==> src/hdl/icn_pkg.sv <==
// Package for the integer to Chinese numeral converter.
// Holds symbol codes, widths and the front-to-back descriptor type. No dependencies.
package icn_pkg;

  localparam int ValueW = 64;
  localparam int SymW   = 4;
  localparam int NDig   = 20;
  localparam int BcdW   = NDig * 4;
  localparam int QDepth = 2;

  localparam logic [SymW-1:0] SYM_ZERO     = 4'd0;
  localparam logic [SymW-1:0] SYM_ONE      = 4'd1;
  localparam logic [SymW-1:0] SYM_TEN      = 4'd10;
  localparam logic [SymW-1:0] SYM_HUNDRED  = 4'd11;
  localparam logic [SymW-1:0] SYM_THOUSAND = 4'd12;
  localparam logic [SymW-1:0] SYM_WAN      = 4'd13;

  typedef enum logic [1:0] {
    MODE_ZERO,
    MODE_DIGITS,
    MODE_GROUPS
  } mode_t;

  typedef struct packed {
    mode_t           mode;
    logic [BcdW-1:0] bcd;
  } desc_t;

  typedef enum logic [1:0] {
    FS_IDLE,
    FS_CONV,
    FS_PUSH
  } fstate_t;

  typedef enum logic [1:0] {
    BS_IDLE,
    BS_RUN
  } bstate_t;

endpackage

==> src/hdl/icn_front.sv <==
// Front end: accepts a value, converts it to BCD by shift and add-three, classifies it.
// Depends on icn_pkg.
module icn_front (
  input  logic                        clk,
  input  logic                        rst_n,
  input  logic                        in_push,
  output logic                        in_full,
  input  logic [icn_pkg::ValueW-1:0]  in_value,
  output logic                        d_valid,
  input  logic                        d_ready,
  output icn_pkg::desc_t              d_data
);
  import icn_pkg::*;

  fstate_t               st_r, st_nxt;
  logic [ValueW-1:0]     bin_r, bin_nxt;
  logic [BcdW-1:0]       bcd_r, bcd_nxt, adj;
  logic [6:0]            cnt_r, cnt_nxt;
  logic                  big;

  always_comb begin
    for (int i = 0; i < NDig; i++) begin
      adj[i*4 +: 4] = (bcd_r[i*4 +: 4] >= 4'd5) ? bcd_r[i*4 +: 4] + 4'd3 : bcd_r[i*4 +: 4];
    end
  end

  assign big = (bcd_r[BcdW-1:64] != '0);

  always_comb begin
    st_nxt  = st_r;
    bin_nxt = bin_r;
    bcd_nxt = bcd_r;
    cnt_nxt = cnt_r;
    in_full = 1'b1;
    d_valid = 1'b0;
    d_data.bcd  = bcd_r;
    d_data.mode = (bcd_r == '0) ? MODE_ZERO : (big ? MODE_DIGITS : MODE_GROUPS);
    unique case (st_r)
      FS_IDLE: begin
        in_full = 1'b0;
        if (in_push) begin
          bin_nxt = in_value;
          bcd_nxt = '0;
          cnt_nxt = '0;
          st_nxt  = FS_CONV;
        end
      end
      FS_CONV: begin
        bcd_nxt = {adj[BcdW-2:0], bin_r[ValueW-1]};
        bin_nxt = {bin_r[ValueW-2:0], 1'b0};
        cnt_nxt = cnt_r + 7'd1;
        if (cnt_r == 7'(ValueW - 1)) st_nxt = FS_PUSH;
      end
      FS_PUSH: begin
        d_valid = 1'b1;
        if (d_ready) st_nxt = FS_IDLE;
      end
      default: st_nxt = FS_IDLE;
    endcase
  end

  always_ff @(posedge clk) begin
    if (!rst_n) begin
      st_r <= FS_IDLE;
    end else begin
      st_r <= st_nxt;
    end
    bin_r <= bin_nxt;
    bcd_r <= bcd_nxt;
    cnt_r <= cnt_nxt;
  end
endmodule

==> src/hdl/icn_queue.sv <==
// Short descriptor queue between front and back ends.
// Depends on icn_pkg.
module icn_queue #(
  parameter int Depth = icn_pkg::QDepth
) (
  input  logic           clk,
  input  logic           rst_n,
  input  logic           w_valid,
  output logic           w_ready,
  input  icn_pkg::desc_t w_data,
  output logic           r_valid,
  input  logic           r_ready,
  output icn_pkg::desc_t r_data
);
  import icn_pkg::*;
  localparam int AW = (Depth > 1) ? $clog2(Depth) : 1;

  desc_t           mem_r [Depth];
  logic [AW-1:0]   wp_r, rp_r;
  logic [AW:0]     cnt_r;
  logic            wr, rd;

  assign w_ready = (cnt_r != (AW+1)'(Depth));
  assign r_valid = (cnt_r != '0);
  assign r_data  = mem_r[rp_r];
  assign wr = w_valid && w_ready;
  assign rd = r_valid && r_ready;

  always_ff @(posedge clk) begin
    if (!rst_n) begin
      wp_r <= '0;
      rp_r <= '0;
      cnt_r <= '0;
    end else begin
      if (wr) wp_r <= (wp_r == AW'(Depth - 1)) ? '0 : wp_r + 1'b1;
      if (rd) rp_r <= (rp_r == AW'(Depth - 1)) ? '0 : rp_r + 1'b1;
      cnt_r <= cnt_r + (AW+1)'(wr) - (AW+1)'(rd);
    end
    if (wr) mem_r[wp_r] <= w_data;
  end
endmodule

==> src/hdl/icn_back.sv <==
// Back end: walks the BCD digits of one value and emits its reading into an output register.
// Depends on icn_pkg.
module icn_back (
  input  logic                       clk,
  input  logic                       rst_n,
  input  logic                       d_valid,
  output logic                       d_ready,
  input  icn_pkg::desc_t             d_data,
  output logic                       out_empty,
  input  logic                       out_pop,
  output logic [icn_pkg::SymW-1:0]   out_symbol,
  output logic                       out_last
);
  import icn_pkg::*;

  bstate_t          st_r, st_nxt;
  desc_t            dsc_r, dsc_nxt;
  logic [4:0]       pos_r, pos_nxt;
  logic [1:0]       sub_r, sub_nxt;
  logic             pend_r, pend_nxt;
  logic             emitted_r, emitted_nxt;
  logic [SymW-1:0]  prev_r, prev_nxt;
  logic             ov_r, ov_nxt;
  logic [SymW-1:0]  osym_r, osym_nxt;
  logic             olast_r, olast_nxt;

  logic [3:0]       dg;
  logic [1:0]       gi, dp;
  logic [15:0]      grp, low, upg;
  logic             grp_nz, low_nz, more_nz, prefix;
  logic             want, islast;
  logic [SymW-1:0]  wsym;
  logic             adv, fin, slot_free;
  logic             hi_nz;

  assign slot_free = !ov_r || out_pop;
  assign out_empty = !ov_r;
  assign out_symbol = osym_r;
  assign out_last = olast_r;

  always_comb begin
    dg  = dsc_r.bcd[pos_r*4 +: 4];
    gi  = pos_r[3:2];
    dp  = pos_r[1:0];
    grp = dsc_r.bcd[gi*16 +: 16];
    upg = dsc_r.bcd[gi*16 + 16 +: 16];
    low = grp & ((16'h1 << (dp*4)) - 16'h1);
    grp_nz = (grp != '0);
    low_nz = (low != '0);
    hi_nz = 1'b0;
    for (int k = 0; k < 4; k++) begin
      if (k > dp && grp[k*4 +: 4] != '0) hi_nz = 1'b1;
    end
    more_nz = 1'b0;
    for (int k = 0; k < 16; k++) begin
      if (k < pos_r && dsc_r.bcd[k*4 +: 4] != '0) more_nz = 1'b1;
    end
    prefix = emitted_r;
  end

  // Sub-steps per digit position in group mode: 0 zero insert, 1 digit, 2 unit, 3 group unit.
  always_comb begin
    want   = 1'b0;
    wsym   = dg;
    fin    = 1'b0;
    islast = 1'b0;
    unique case (dsc_r.mode)
      MODE_ZERO: begin
        want   = 1'b1;
        wsym   = SYM_ZERO;
        fin    = 1'b1;
        islast = 1'b1;
      end
      MODE_DIGITS: begin
        want = emitted_r || (dg != '0) || (dsc_r.bcd >> (pos_r*4)) != '0;
        wsym = dg;
        fin  = (pos_r == '0);
        islast = (pos_r == '0);
        if (!emitted_r && dsc_r.bcd[pos_r*4 +: 4] == '0 &&
            (dsc_r.bcd >> (pos_r*4)) == '0) want = 1'b0;
      end
      default: begin
        unique case (sub_r)
          2'd0: begin
            want = grp_nz && (dg != '0) && emitted_r && (pend_r || !hi_nz)
                   && (prev_r != SYM_ZERO)
                   && (dp == 2'd3 ? 1'b0 : 1'b1);
            if (dp == 2'd3) want = (dg != '0) && emitted_r && (upg == '0);
            wsym = SYM_ZERO;
          end
          2'd1: begin
            want = (dg != '0) && !(dp == 2'd1 && dg == SYM_ONE && !prefix);
            wsym = dg;
            islast = (pos_r == '0);
          end
          2'd2: begin
            want = (dg != '0) && (dp != 2'd0);
            wsym = (dp == 2'd3) ? SYM_THOUSAND : ((dp == 2'd2) ? SYM_HUNDRED : SYM_TEN);
            islast = (gi == 2'd0) && !low_nz;
          end
          default: begin
            want = (dp == 2'd0) && grp_nz && (gi != 2'd0);
            wsym = SYM_WAN + SymW'(gi) - 4'd1;
            islast = !more_nz;
          end
        endcase
        fin = (pos_r == '0) && (sub_r == 2'd3 || !more_nz) && !low_nz;
      end
    endcase
  end

  always_comb begin
    st_nxt = st_r;
    dsc_nxt = dsc_r;
    pos_nxt = pos_r;
    sub_nxt = sub_r;
    pend_nxt = pend_r;
    emitted_nxt = emitted_r;
    prev_nxt = prev_r;
    ov_nxt = ov_r && !out_pop;
    osym_nxt = osym_r;
    olast_nxt = olast_r;
    d_ready = 1'b0;
    adv = 1'b0;
    unique case (st_r)
      BS_IDLE: begin
        d_ready = 1'b1;
        if (d_valid) begin
          dsc_nxt = d_data;
          pos_nxt = (d_data.mode == MODE_DIGITS) ? 5'(NDig - 1) : 5'd15;
          sub_nxt = '0;
          pend_nxt = 1'b0;
          emitted_nxt = 1'b0;
          prev_nxt = SYM_TEN;
          st_nxt = BS_RUN;
        end
      end
      BS_RUN: begin
        if (!want) begin
          adv = 1'b1;
        end else if (slot_free) begin
          adv = 1'b1;
          ov_nxt = 1'b1;
          osym_nxt = wsym;
          emitted_nxt = 1'b1;
          prev_nxt = wsym;
        end
        if (adv) begin
          if (dsc_r.mode == MODE_GROUPS) begin
            if (sub_r == 2'd1 && dg == '0 && emitted_r && grp_nz) pend_nxt = 1'b1;
            if (sub_r == 2'd3 && dp == 2'd0 && !grp_nz && emitted_r) pend_nxt = 1'b1;
            if (sub_r == 2'd1 && dg != '0) pend_nxt = 1'b0;
            if (want && wsym == SYM_ZERO && sub_r == 2'd0) pend_nxt = 1'b0;
          end
          if (want) olast_nxt = islast;
          if (fin && (dsc_r.mode != MODE_GROUPS || sub_r == 2'd3)) begin
            st_nxt = BS_IDLE;
          end else if (dsc_r.mode == MODE_GROUPS && sub_r != 2'd3) begin
            sub_nxt = sub_r + 2'd1;
          end else begin
            sub_nxt = '0;
            pos_nxt = pos_r - 5'd1;
          end
        end
      end
      default: st_nxt = BS_IDLE;
    endcase
  end

  always_ff @(posedge clk) begin
    if (!rst_n) begin
      st_r <= BS_IDLE;
      ov_r <= 1'b0;
    end else begin
      st_r <= st_nxt;
      ov_r <= ov_nxt;
    end
    dsc_r <= dsc_nxt;
    pos_r <= pos_nxt;
    sub_r <= sub_nxt;
    pend_r <= pend_nxt;
    emitted_r <= emitted_nxt;
    prev_r <= prev_nxt;
    osym_r <= osym_nxt;
    olast_r <= olast_nxt;
  end
endmodule

==> src/hdl/integer_to_chinese_numeral.sv <==
// Integer to Chinese numeral converter, top level.
// Instantiates icn_front, icn_queue and icn_back; depends on icn_pkg.
//
// Usage: values enter through a queue-like port (in_push, in_full, in_value).
// An item is taken when in_push is high and in_full is low. Each value becomes
// one to 31 symbols on out_symbol, the final one flagged by out_last. Results
// are read like a queue: out_empty low shows a symbol, out_pop takes it.
// The front end converts binary to BCD with one shift-add-three step per
// cycle and takes no new value until it has handed its descriptor on. The
// back end takes a descriptor, then walks four steps for each of the 16
// positions of a value below 10^16, one step for each of the 20 digits of a
// larger value, or a single step for zero; each step emits at most one
// symbol. A two-entry queue lets the front convert the next value while
// the back is still emitting. When the receiver stalls, the output register
// holds its symbol, the back end waits, the queue fills and in_full rises.
// Synchronous reset empties all stages.
module integer_to_chinese_numeral #(
  parameter int QueueDepth = icn_pkg::QDepth
) (
  input  logic                       clk,
  input  logic                       rst_n,
  input  logic                       in_push,
  output logic                       in_full,
  input  logic [icn_pkg::ValueW-1:0] in_value,
  output logic                       out_empty,
  input  logic                       out_pop,
  output logic [icn_pkg::SymW-1:0]   out_symbol,
  output logic                       out_last
);
  import icn_pkg::*;

  desc_t f_data, b_data;
  logic  f_valid, f_ready, b_valid, b_ready;

  icn_front u_front (
    .clk, .rst_n, .in_push, .in_full, .in_value,
    .d_valid(f_valid), .d_ready(f_ready), .d_data(f_data)
  );

  icn_queue #(.Depth(QueueDepth)) u_queue (
    .clk, .rst_n,
    .w_valid(f_valid), .w_ready(f_ready), .w_data(f_data),
    .r_valid(b_valid), .r_ready(b_ready), .r_data(b_data)
  );

  icn_back u_back (
    .clk, .rst_n,
    .d_valid(b_valid), .d_ready(b_ready), .d_data(b_data),
    .out_empty, .out_pop, .out_symbol, .out_last
  );
endmodule

==> config.mk <==
export PLATFORM = sky130hd
export DESIGN_NAME = integer_to_chinese_numeral
export DESIGN_NICKNAME = d
export VERILOG_FILES = /design/src/hdl/icn_pkg.sv /design/src/hdl/icn_front.sv /design/src/hdl/icn_queue.sv /design/src/hdl/icn_back.sv /design/src/hdl/integer_to_chinese_numeral.sv
export SDC_FILE = /design/constraint.sdc
export NUM_CORES = 1
export LEC_CHECK = 0
export ABC_AREA = 1
export BUFFER_PORTS_ARGS = -buffer_cell sky130_fd_sc_hd__clkbuf_2
export CORE_ASPECT_RATIO = 0.8
export CORE_MARGIN = 5
export CORE_UTILIZATION = 43
export DETAILED_ROUTE_END_ITERATION = 8
export PLACE_DENSITY_LB_ADDON = 0.2
export SLEW_MARGIN = 20
export SYNTH_ARGS = -nofsm -noshare
export SYNTH_HDL_FRONTEND = slang
export SYNTH_SLANG_ARGS = --single-unit
==> constraint.sdc <==
create_clock -name clk -period 11.2 [get_ports clk]
set_input_delay 2.24 -clock clk [delete_from_list [all_inputs] [get_ports clk]]
set_output_delay 2.24 -clock clk [all_outputs]
set_load 0.02 [all_outputs]
==> out/results.txt <==
status - completed
clock tree from TritonCTS - built
post-layout worst setup margin - 7000 ps
clock latency at the later pin of the worst-skew pair - 590 ps
timing-limited maximum frequency - 238 MHz
cell area after synthesis - 0.0215 mm^2
Rel. slew slack - 33.1%
number of buffers on the longest clock path - 3
met3 WL post-DR - 3410 um
Finished Core Util - 48.1%
Max Clock Skew - 36.4 ps
summed negative setup slack over all endpoints - 0 ps
CTS HTree Levels - 2
gate count of the mapped netlist - 2368
cell area after placement - 0.0225 mm^2
Worst Path Class, Setup - in -> reg
number of nets in the synthesized netlist - 2508
WL/cell - 17.0 um
total length of routed wires - 53200 um
highest ir drop seen on vdd - 0.115 mV
highest metal used - met4
setup slack at placement - 6340 ps
final worst path period need - 4200 ps
length of routed wiring on met1 - 25800 um
Clock Pin Slew Worst Setup and Hold Paths - 60 ps
# IOs - 75
DR DRC count - 0
highest net fanout along the worst path - 61
vertical die dimension - 210 um
hold_ws - 446 ps
DIE AREA - 0.0547 mm^2
ys async rst share - 0%
Die Width - 260 um
cell area after layout - 0.0239 mm^2
clock buffers created by TritonCTS - 44
first-pass GRT wire length - 83500 um
hold bufs inserted after CTS - 0
number of setup violations in the final report - 0
Synth Area per Inst - 9.10 um^2
global-route congestion overflow total - 0
maximum number of pins on one net before global-route repair - 103
total global-route track usage - 19.2%
RSZ-0062 raised after global routing - no
post-synth cell types - 40
sequential-to-total area share from yosys stat - 58.7%
most used cells in the layout excluding fill and tap cells - 874 x sky130_fd_sc_hd__nand2_1, 415 x sky130_fd_sc_hd__edfxtp_1, 213 x sky130_fd_sc_hd__nor2_1, 179 x sky130_fd_sc_hd__inv_1, 179 x sky130_fd_sc_hd__nand3_1
Port Buffer Count - 74
Root Driver - sky130_fd_sc_hd__clkbuf_16
Critical Path Sink Type - register
leading cell type in the layout, fill and taps excluded - sky130_fd_sc_hd__nand2_1
placed wire-length estimate - 36700 um
leakage power - 10.1 nW
clock sink total - 424
vias per cell - 5.10
area growth from synthesis to layout - 10.8%
Cells after DPL - 3052
Row Count - 73
number of enable flip-flop cells after synthesis - 415
slew of the pin with the lowest slew margin - 1000 ps
arrival time of the worst setup path - 4410 ps
area of the core - 0.0496 mm^2
max-capacitance violation count - 0
number of slew-limit violations in the final report - 0
total via count after detailed routing - 15.9k
Synthesis Warnings - 0
Tcrit/Tclk final - 37.5%
first-iteration detailed-routing DRC count - 1530
Post-CTS Setup Repair Bufs - 0
top_reg_cell synth - sky130_fd_sc_hd__edfxtp_1
worst min path class - reg -> reg
filler-free cell count of the finished design - 3127
Diodes inserted - 0
Final Net Count - 2563
share of cells above drive strength 1 - 7.22%
Final Wtd Congestion - 0.946
Routed met2 length - 23000 um
power per cell area - 231 mW/mm^2
number of global-route vias before repair - 14.9k
count of cells resized by post-cts repair - 0
Final Hold Violating Endpoints - 0
remaining antenna violation count - 0
PnR Total Power - 5.51 mW
filler cell count in the final layout - 4695
FF+latch count, synth - 424
type of element launching the critical path - primary input
Starting Density - 43.4%
data required time at the worst endpoint - 11410 ps
antenna violations before repair - 0
DRT Pass-1 Iters - 6
-- worst max-delay path: stages --
cell and delay [ps]:
sky130_fd_sc_hd__clkbuf_2 80, sky130_fd_sc_hd__nand2_1 90, sky130_fd_sc_hd__nand2_4 410, sky130_fd_sc_hd__buf_4 700, sky130_fd_sc_hd__buf_4 760
-- layer usage --
metal / global-route usage, % / up-vias
met5: 0 / -
met4: 4.64 / 0
met3: 2.74 / 54
met2: 29.1 / 513
met1: 29.6 / 7386
li1: - / 7996
-- area by class of cell --
cell class | instances | area (um^2) | share of cell area, %
clock buffer | 48 | 1120 | 4.68
sequential | 424 | 12600 | 53.0
tap | 675 | 845 | 3.54
multi-input combinational | 1674 | 7810 | 32.7
inverter | 186 | 702 | 2.94
timing repair buffer | 93 | 513 | 2.15
clock inverter | 27 | 226 | 0.949
-- synthesized netlist by cell type, types with 12 or more instances --
cell type                  count  area [um^2]
sky130_fd_sc_hd__clkbuf_1     42          158
sky130_fd_sc_hd__buf_2        23          115
sky130_fd_sc_hd__xor2_1       19          166
sky130_fd_sc_hd__inv_1       179          672
sky130_fd_sc_hd__edfxtp_1    415        12500
sky130_fd_sc_hd__a21oi_1      84          420
sky130_fd_sc_hd__nand3_1     179          896
sky130_fd_sc_hd__o21ai_0     110          551
sky130_fd_sc_hd__nor2_1      217          815
sky130_fd_sc_hd__o21ai_1      12         60.1
sky130_fd_sc_hd__ha_1         72          901
sky130_fd_sc_hd__nand2_1     875         3280
sky130_fd_sc_hd__nand4_1      28          175
sky130_fd_sc_hd__nor3_1       26          130
-- logic make-up (layout without fill, tap and decap cells) --
family                     Yosys count  count (layout)  share of synthesized area [%]
adders and majority gates           72              72                           4.18
buffers and inverters              270             354                           5.22
AOI/OAI and AO/OA                  233             233                           5.74
xor gates and xnor gates            19              19                          0.773
and+or+nand+nor                   1350            1350                           25.4
DFF                                424             424                           58.7
-- registers in the layout (all words and copies together) (netlist names), named ones only --
| name | flops |
|---|---|
| u_front.bcd_r | 80 |
| u_back.st_r | 1 |
| u_back.emitted_r | 1 |
| u_back.sub_r | 2 |
| u_front.st_r | 2 |
| u_back.prev_r | 4 |
| u_back.out_last | 1 |
| u_queue.mem_r | 164 |
| u_back.out_symbol | 4 |
| u_back.pend_r | 1 |
| u_queue.cnt_r | 2 |
| u_back.ov_r | 1 |
| u_queue.wp_r | 1 |
| u_back.pos_r | 5 |
| u_front.bin_r | 64 |
| u_queue.rp_r | 1 |
| u_front.cnt_r | 7 |
| u_back.dsc_r | 82 |
-- power by group --
part	internal, mW	switching (mW)	total, mW
Clock	0.768	0.605	1.37
Combinational	0.498	1.29	1.79
Sequential	2.11	0.240	2.35
Total	3.37	2.14	5.51
-- path summary, 6_finish.rpt --
check / depth (start not counted) / endpoint / start / slack (ps)
hold / removal: 1 / register / u_queue.rp_r / 450
setup / recovery: 5 / u_front.bcd_r[27] / in_push / 7000
hold reg to reg: 1 / register / u_queue.rp_r / 450
setup reg to reg: 16 / u_back.pos_r[0] / u_back.pos_r[1] / 7200
No activity file was read; power rests on OpenSTA's default activity.
